===== config.mk =====
export PLATFORM = sky130hd
export DESIGN_NAME = brsc_ctrl
export DESIGN_NICKNAME = d
export VERILOG_FILES = /design/src/hdl/brsc_pkg.sv /design/src/hdl/brsc_ctrl.sv
export SDC_FILE = /design/constraint.sdc
export NUM_CORES = 1
export LEC_CHECK = 0
export BUFFER_PORTS_ARGS = -buffer_cell sky130_fd_sc_hd__buf_2
export CORE_AREA = 10 10 47 49
export CTS_CLUSTER_DIAMETER = 40
export DETAILED_ROUTE_END_ITERATION = 8
export DIE_AREA = 0 0 57 59
export PLACE_DENSITY = 0.67
export SLEW_MARGIN = 10
export SYNTH_ARGS = -nofsm -noshare
export SYNTH_HDL_FRONTEND = slang
export SYNTH_SLANG_ARGS = --single-unit
export TNS_END_PERCENT = 5

===== constraint.sdc =====
create_clock -name clk_i -period 1.4 [get_ports clk_i]
set_input_delay 0.28 -clock clk_i [delete_from_list [all_inputs] [get_ports clk_i]]
set_output_delay 0.28 -clock clk_i [all_outputs]
set_load 0.005 [all_outputs]

===== src/hdl/brsc_pkg.sv =====
// Shared constants, codes and control/status types of the byte history ring.
package brsc_pkg;

  // Ring capacity and derived widths
  localparam int DEPTH   = 32768;
  localparam int ADDR_W  = $clog2(DEPTH);
  localparam int FIELD_W = 16;
  localparam int BYTE_W  = 8;
  localparam int CMD_W   = 3;
  localparam int STAT_W  = 2;
  // Counts must hold DEPTH itself and every 16-bit field value
  localparam int CNT_W   = ($clog2(DEPTH + 1) > FIELD_W) ? $clog2(DEPTH + 1) : FIELD_W;

  // Command codes
  typedef enum logic [CMD_W-1:0] {
    CMD_WRITE     = 3'd0,
    CMD_READ      = 3'd1,
    CMD_DISCARD   = 3'd2,
    CMD_COPY      = 3'd3,
    CMD_BACK_READ = 3'd4,
    CMD_CLEAR     = 3'd5
  } brsc_cmd_e;

  // Result status codes
  typedef enum logic [STAT_W-1:0] {
    RS_OK      = 2'd0,
    RS_NONE    = 2'd1,
    RS_LIMIT   = 2'd2,
    RS_DISCARD = 2'd3
  } brsc_status_e;

  // Source of the done count in a result
  typedef enum logic [1:0] {
    DONE_ZERO  = 2'd0,
    DONE_ONE   = 2'd1,
    DONE_LEN   = 2'd2,
    DONE_COUNT = 2'd3
  } brsc_done_sel_e;

  // Controller to datapath commands
  typedef struct packed {
    logic           latch;      // capture request fields
    logic           wr_byte;    // append request byte
    logic           pop;        // advance head by one
    logic           discard;    // advance head by length
    logic           rd_en;      // issue a window read
    logic           rd_back;    // read address is the back position
    logic           copy_wr;    // append the byte just read back
    logic           clear;      // empty the ring
    logic           res_load;   // load result registers
    brsc_status_e   res_status;
    logic           res_rdata;  // result carries read data
    brsc_done_sel_e res_done;
  } brsc_ctrl_t;

  // Datapath to controller status
  typedef struct packed {
    logic [CMD_W-1:0] code;
    logic             full;
    logic             empty;
    logic             len_gt_used;
    logic             dist_gt_limit;
    logic             dist_zero;
    logic             copy_more;
    logic             cnt_zero;
  } brsc_flags_t;

endpackage


===== src/hdl/brsc_ctrl.sv =====
// Command sequencer: decodes each request and steps reads, copies and results.
module brsc_ctrl (
  input  logic                  clk_i,
  input  logic                  rst_ni,
  input  logic                  start_i,
  output logic                  busy_o,
  output logic                  result_valid_o,
  input  brsc_pkg::brsc_flags_t flags_i,
  output brsc_pkg::brsc_ctrl_t  ctrl_o
);
  import brsc_pkg::*;

  typedef enum logic [2:0] {
    ST_IDLE,
    ST_EXEC,
    ST_RDWAIT,
    ST_COPY_RD,
    ST_COPY_WR
  } state_e;

  state_e state_q, state_d;
  logic   result_valid_q;

  // Command decode per state
  always_comb begin
    ctrl_o  = '0;
    state_d = state_q;
    unique case (state_q)
      ST_IDLE: begin
        if (start_i) begin
          ctrl_o.latch = 1'b1;
          state_d      = ST_EXEC;
        end
      end
      ST_EXEC: begin
        state_d         = ST_IDLE;
        ctrl_o.res_load = 1'b1;
        ctrl_o.res_status = RS_NONE;
        ctrl_o.res_done   = DONE_ZERO;
        unique case (brsc_cmd_e'(flags_i.code))
          CMD_WRITE: begin
            if (!flags_i.full) begin
              ctrl_o.wr_byte    = 1'b1;
              ctrl_o.res_status = RS_OK;
              ctrl_o.res_done   = DONE_ONE;
            end
          end
          CMD_READ: begin
            if (!flags_i.empty) begin
              ctrl_o.pop      = 1'b1;
              ctrl_o.rd_en    = 1'b1;
              ctrl_o.res_load = 1'b0;
              state_d         = ST_RDWAIT;
            end
          end
          CMD_DISCARD: begin
            if (flags_i.len_gt_used) begin
              ctrl_o.res_status = RS_DISCARD;
            end else begin
              ctrl_o.discard    = 1'b1;
              ctrl_o.res_status = RS_OK;
              ctrl_o.res_done   = DONE_LEN;
            end
          end
          CMD_COPY: begin
            if (flags_i.dist_gt_limit) begin
              ctrl_o.res_status = RS_LIMIT;
            end else if (!flags_i.dist_zero) begin
              ctrl_o.res_load = 1'b0;
              state_d         = ST_COPY_RD;
            end
          end
          CMD_BACK_READ: begin
            if (flags_i.dist_gt_limit) begin
              ctrl_o.res_status = RS_LIMIT;
            end else if (!flags_i.dist_zero) begin
              ctrl_o.rd_en    = 1'b1;
              ctrl_o.rd_back  = 1'b1;
              ctrl_o.res_load = 1'b0;
              state_d         = ST_RDWAIT;
            end
          end
          CMD_CLEAR: begin
            ctrl_o.clear      = 1'b1;
            ctrl_o.res_status = RS_OK;
          end
          default: begin
            ctrl_o.res_status = RS_NONE;
          end
        endcase
      end
      // Read data is out of the memory register now
      ST_RDWAIT: begin
        ctrl_o.res_load   = 1'b1;
        ctrl_o.res_status = RS_OK;
        ctrl_o.res_rdata  = 1'b1;
        ctrl_o.res_done   = DONE_ONE;
        state_d           = ST_IDLE;
      end
      // Fetch the next byte behind the write point, or finish
      ST_COPY_RD: begin
        if (flags_i.copy_more) begin
          ctrl_o.rd_en   = 1'b1;
          ctrl_o.rd_back = 1'b1;
          state_d        = ST_COPY_WR;
        end else begin
          ctrl_o.res_load   = 1'b1;
          ctrl_o.res_status = flags_i.cnt_zero ? RS_NONE : RS_OK;
          ctrl_o.res_done   = DONE_COUNT;
          state_d           = ST_IDLE;
        end
      end
      // Append the fetched byte
      ST_COPY_WR: begin
        ctrl_o.copy_wr = 1'b1;
        state_d        = ST_COPY_RD;
      end
      default: begin
        state_d = ST_IDLE;
      end
    endcase
  end

  // State and result strobe
  always_ff @(posedge clk_i or negedge rst_ni) begin
    if (!rst_ni) begin
      state_q        <= ST_IDLE;
      result_valid_q <= 1'b0;
    end else begin
      state_q        <= state_d;
      result_valid_q <= ctrl_o.res_load;
    end
  end

  assign busy_o         = (state_q != ST_IDLE);
  assign result_valid_o = result_valid_q;

endmodule


# After elaboration in Yosys (flattened, before gate mapping)
# Cells that the tools add are included.
[totals]
regBits = 4
out_inout_bits = 16
wordCells = 60
[classes]
eq_ne = 10
n_mux = 44
n_reduce_logical = 4
[op_table]
columns = ["operator", "count"]
rows = [
  ["2-to-1 mux 2 bit", 10],
  ["2-to-1 mux 1 bit", 19],
  ["2-to-1 mux 3 bit", 6],
  ["case mux 3 bit (3 select lines)", 2],
  ["== test 3 x 2 -> 1 bit, second input constant", 4],
  ["case mux 3 bit (4 select lines)", 1],
  ["== test 3 bit, second input constant", 3],
  ["case mux 2 bit (2 select lines)", 2],
  ["case mux 2 bit (4 select lines)", 1],
  ["== test 3 x 1 -> 1 bit, second input constant", 2],
  ["logical NOT 3 bit", 2],
  ["case mux 2 bit (3 select lines)", 1],
  ["case mux 1 bit (2 select lines)", 2],
  ["nonzero test 3 bit", 1],
  ["inequality test 2 bit, second input constant", 1],
  ["OR reduction 2 bit", 1],
]

# Depth between registers and ports, before layout
# Gate-level depths: netlist of the first run.
[depth]
word_depth = 4
ltp_mapped = 4
depth_no_buf = 3

# Worst setup path before layout of the first run
# No wires, ideal clock.
[synth_path]
kind = "register to output"
start = "register state_q[0]"
end = "output ctrl_o[0] (netlist bit)"
arrival_time_ns = 1.126
required_time_ns = 1.120
path_slack_ns = -0.006
stages_incl_launch_ff = 5
path_buffers = 1
path_cell_list = "dfrtp_1 buf_2 nor4b_2 and2_1 or3_1"
[synth_lines]
columns = ["item", "line_no", "source"]
rows = [
  ["from (decl)", "brsc_ctrl.sv:21", "state_e state_q, state_d;"],
  ["from (signal assigned)", "brsc_ctrl.sv:130", "state_q <= state_d;"],
  ["to (decl)", "brsc_ctrl.sv:9", "output brsc_pkg::brsc_ctrl_t ctrl_o"],
]

==> results of run 1 <==
## cell families (layout without fill, tap and decap cells)
group	count (synthesis)	after routing	share of synthesized area (%)
flops	4	4	23.5
simple gates	34	34	52.1
buf+inv	6	55	7.64
compound gates	11	11	16.8
## timing repair
action,CTS,global route
endpoints found under the hold margin,4,0
buffers inserted,5,3
setup endpoints to repair,16,17
resized for setup,14,6
hold buffers,1,0
pin swaps,7,3
## per-stage QoR
stage                      TNS, ns  std cells  instance area [sq um]
after floorplan           -0.00596         55                    425
after global placement      -0.816        110                    669
after detailed placement    -0.858        110                    669
after CTS                    -3.90        117                    776
after global routing         -5.03        120                    826
final                        -3.86        120                    826
## worst max-delay path, stage by stage, from the launching register on
cell and delay (ns):
dfrtp_2 0.43, or3b_4 0.43, a21oi_2 0.11, a211o_1 0.15, buf_2 0.12
## area by class of cell
class	instances	area share [%]
sequential	4	12.4
inverter	3	1.36
clock buffer	3	2.73
timing repair buffer	49	37.7
multi-input combinational	45	43.3
tap	16	2.42
## routing by layer
layer | track usage, % | up-vias | wire [microns]
met5 | 0 | - | 0
met4 | 7.05 | 0 | 40
met3 | 3.86 | 4 | 95
met2 | 17.2 | 18 | 882
met1 | 9.32 | 279 | 636
li1 | - | 300 | -
## registers in the layout (all words and copies together) (netlist names)
register	cells
state_q	3
result_valid_o	1
## layout by cell type, fill, tap and decap left out, types with 2 or more instances in the layout
cell type | netlist | layout
and2_1 | 4 | 3
buf_2 | 1 | 28
buf_4 | 0 | 17
buf_6 | 1 | 3
clkbuf_4 | 0 | 3
dfrtp_1 | 4 | 2
dfrtp_2 | 0 | 2
inv_1 | 3 | 3
nand2_1 | 3 | 3
nor2_1 | 5 | 4
nor3_1 | 2 | 2
nor3b_2 | 0 | 3
nor3b_4 | 0 | 2
nor4b_1 | 2 | 2
o21ai_0 | 5 | 4
or3_1 | 3 | 2
## power by group through the flow
stage	sequential [uW]	clock [uW]	combinational, uW
detailed placement	171	0	453
finish	176	135	689
floorplan	163	0	219
global placement	171	0	449
global route	182	156	746
CTS	176	141	606
## path summary, 6_finish.rpt
path / from / to / slack (ns) / cells after the start
max: state_q[1] / ctrl_o[5] / -0.35 / 4
min: rst_ni / state_q[0] / 0.38 / 2
max reg2reg: state_q[0] / result_valid_o / -0.17 / 7
min reg2reg: state_q[1] / state_q[0] / 0.66 / 2
max in group asynchronous: rst_ni / state_q[1] / 0.89 / 2
min in group clk_i: flags_i[2] / state_q[0] / 0.38 / 4
==> qor.yml, run 1 <==
global_route:
  grt_pass1_wl_mm: 2.73
  grt_pass1_vias: 632
  overflow: 0
  gr-usage-all-layers_pct: 9.87
  grt_max_degree: 8
  antenna_found_initial: 0
flow_run:
  max-cap-violations: 0
yosys:
  ys_types: 28
  synthTopCellsByArea: "dfrtp_1 (24%), nor3b_1 (8.8%), and2_1 (5.9%)"
  yosysTopAreaCellShare_pct: 23.5
  synth_top_area_cell: "dfrtp_1"
  synth_fp_nets: 68
  async_flop_share_pct: 100
  synth_common_cells: "nor2_1 (5), nor3b_1 (5), o21ai_0 (5), and2_1 (4), dfrtp_1 (4)"
  synth-seq-area-share_pct: 23.5
  synth_cells: 55
  synth-edff-count: 0
  synth_area_per_cell_sq_um: 7.73
  ys.flop_type: "dfrtp_1"
  syn-cell-area_sq_um: 425
  ys_ff_latch: 4
  yosysWarnings: 0
finish:
  fin_nets: 119
  layout-drive-gt1-share_pct: 63.5
  syn2layout_area_growth_pct: 94.1
  final_util_pct: 58.9
  fillers: 137
  multiInputGateArea_sq_um: 358
  regArea_sq_um: 103
  antenna_cells: 0
critical_path:
  arrival_ns: 1.47
  path_max_fanout: 5
  criticalPathCategory: "register to primary output"
  end_kind: "primary output"
  crit_required_ns: 1.12
  start_kind: "register"
floorplan:
  rows: 14
  die_area_sq_mm: 0.00336
  die_w_microns: 57
  num_io_pins: 29
  coreArea_sq_mm: 0.00140
  start_util_pct: 30.4
  chipHeight_microns: 59
cts:
  cts_max_level: 1
  clock-sinks: 4
  cts_made_buffers: 3
  insertion_delay_ns: 0.23
  root_buffer: "clkbuf_4"
  clkTransAtPathRegs_ns: 0.04
  cts_tree: "done"
  cts_max_path_buffers: 2
run_status:
  violations: "negative setup slack"
  outcome: "finished with violations"
timing:
  hold_viol: 0
  slew_headroom_pct: 72.2
  hold_ws_ns: 0.383
  skew_ns: 0.00230
  fin_crit_sh_pct: 125
  fin_crit_ns: 1.75
  setup_ws_ns: -0.348
  final_max_slew_viol_count: 0
  worstMarginPinSlew_ns: 0.412
  finalSetupViolations: 16
  max_freq_ghz: 0.572
  rsz0062_at_grt: "true"
worst_hold_path:
  hold_path.class: "input port to asynchronous set/reset pin"
pwr:
  p_comb_share_pct: 68.9
  power_uw: 1000
  p_leak_uw: 0.000464
  switchingPower_uw: 323
  p_sw_share_pct: 32.3
  ir_drop_mv: 0.485
  p_int_uw: 677
  clkPwrFrac_pct: 13.5
  seqPwrFrac_pct: 17.6
  powerDensity_mw_per_mm2: 1210
detailed_routing:
  post_drt_wl_per_cell_microns: 13.8
  ant_nets: 0
  drt_iter0_markers: 6
  vias: 601
  drt_wl_total_mm: 1.66
  drc_errors: 0
  vias_per_cell: 5.01
  firstDrtPassIters: 4
placed_design:
  portBuffers: 28
  dp_hpwl_mm: 1.22
  gp_congestion: 0.763
  pre_cts_slack_ns: -0.227
Power figures use the tool's default switching activity.
==> run 2: changes to the inputs <==
- PLACE_DENSITY: 0.67 -> 0.73
==> run 2 against run 1 <==
Against the previous run: the run still ends with negative setup slack left; wire length up 1.5%; largest cell class unchanged; register-to-register slack better by 0.11 ns; maximum frequency up 0.26%.
==> qor.yml, run 2 (same netlist as run 1, synthesis figures left out) <==
timing:
  finalSetupViolations: 16
  final_max_slew_viol_count: 0
  worstMarginPinSlew_ns: 0.372
  rsz0062_at_grt: "true"
  hold_viol: 0
  fin_crit_ns: 1.74
  fin_crit_sh_pct: 125
  max_freq_ghz: 0.573
  skew_ns: 0.00108
  slew_headroom_pct: 74.9
  hold_ws_ns: 0.379
  setup_ws_ns: -0.344
global_route:
  grtUsageMet1_pct: 8.38
  gr-usage-all-layers_pct: 9.06
  antenna_found_initial: 0
  grt_max_degree: 8
  overflow: 0
  grtUsageMet2_pct: 17.8
  busiest_layer: "met2"
  use_met3_pct: 2.36
  grt_pass1_wl_mm: 2.61
  grt_pass1_vias: 663
detailed_routing:
  vias_per_cell: 5.18
  drt_wl_total_mm: 1.68
  vias: 601
  firstDrtPassIters: 3
  drc_errors: 0
  ant_nets: 0
  post_drt_wl_per_cell_microns: 14.5
  drt_iter0_markers: 1
finish:
  mostFrequentLayoutCell: "buf_2"
  fin_nets: 115
  design_area_sq_um: 782
  syn2layout_area_growth_pct: 83.8
  layout-drive-gt1-share_pct: 60.0
  final_util_pct: 55.8
  largest_reg_flops: 3
  antenna_cells: 0
  multiInputGateArea_sq_um: 338
  top_register: "state_q"
  fillers: 138
  regArea_sq_um: 103
  layout_common_cells: "buf_2 (27), buf_4 (13), nor2_1 (5), o21ai_0 (5)"
critical_path:
  rr_endpoint: "result_valid_o"
  criticalPathCategory: "register to primary output"
  arrival_ns: 1.46
  start_kind: "register"
  end_kind: "primary output"
  crit_required_ns: 1.12
  reg2reg_slack_ns: -0.06
  ff2ff_path_depth: 6
  r2r_start: "state_q[0]"
  path_max_fanout: 6
run_status:
  violations: "negative setup slack"
  outcome: "finished with violations"
placed_design:
  gp_congestion: 0.790
  placed_area_sq_um: 654
  dp_hpwl_mm: 1.25
  pre_cts_slack_ns: -0.160
  portBuffers: 28
cts:
  cts_tree: "done"
  clkTransAtPathRegs_ns: 0.04
  cts_made_buffers: 3
  cts_max_path_buffers: 2
  cts_max_level: 1
  insertion_delay_ns: 0.23
  clock-sinks: 4
  root_buffer: "clkbuf_4"
floorplan:
  start_util_pct: 30.4
  die_w_microns: 57
  rows: 14
  coreArea_sq_mm: 0.00140
  num_io_pins: 29
  chipHeight_microns: 59
  die_area_sq_mm: 0.00336
pwr:
  powerDensity_mw_per_mm2: 1140
  power_uw: 891
  ir_drop_mv: 0.614
  p_leak_uw: 0.000447
worst_hold_path:
  hold_path.class: "input port to asynchronous set/reset pin"
flow_run:
  max-cap-violations: 0
## run 2: cell count changes in the layout (fill, tap and decap cells not counted), sizes merged
| cell | delta |
|---|---|
| buf | -4 |
## run 2: repair_timing
action                                  CTS  global route
pin swaps                                 7             0
hold buffers                              1             0
hold endpoints to repair                  4             0
endpoints found under the setup margin   15            16
gates resized for setup                  10             5
buffers inserted                          3             1
## run 2: critical path, cell delays in order (launching register included)
cell and delay [ns]:
dfrtp_2 0.46, or3b_4 0.41, a21oi_2 0.11, a211o_1 0.14, buf_2 0.11
## run 2: stage by stage
stage	cells	setup TNS, ns
after floorplan	55	-0.00596
after global placement	108	-0.986
after detailed placement	108	-1.14
after CTS	115	-3.85
after global routing	116	-4.87
final	116	-3.87
## run 2: how the worst max path moves through the flow
stage	depth (start not counted)	slack, ns	to	startpoint
2_1_floorplan	4	-0.006	ctrl_o[0]	state_q[0]
3_3_place_gp	5	-0.16	ctrl_o[5]	flags_i[9]
3_5_place_dp	4	-0.16	ctrl_o[5]	state_q[1]
4_1_cts	4	-0.34	ctrl_o[3]	state_q[2]
5_1_grt	5	-0.42	ctrl_o[9]	state_q[1]
6_report	4	-0.34	ctrl_o[5]	state_q[1]
## run 2: layout make-up
class | count | area share (%)
multi-input cells | 45 | 43.2
clock buffers | 3 | 2.88
inverters | 3 | 1.44
flip-flops and latches | 4 | 13.1
well taps | 16 | 2.56
repair buffers | 45 | 36.8
## run 2: power breakdown
group | internal (uW) | switching, uW | leakage, uW
Clock | 95.8 | 45.9 | 0.0000138
Combinational | 351 | 212 | 0.000385
Sequential | 149 | 36.9 | 0.0000489
Total | 596 | 295 | 0.000447
## run 2: routing by layer
metal  vias up  share of wire [%]
li1        291                  -
met3         2                7.0
met1       288                 36
met2        20                 56
met5         -                  0
met4         0               0.95
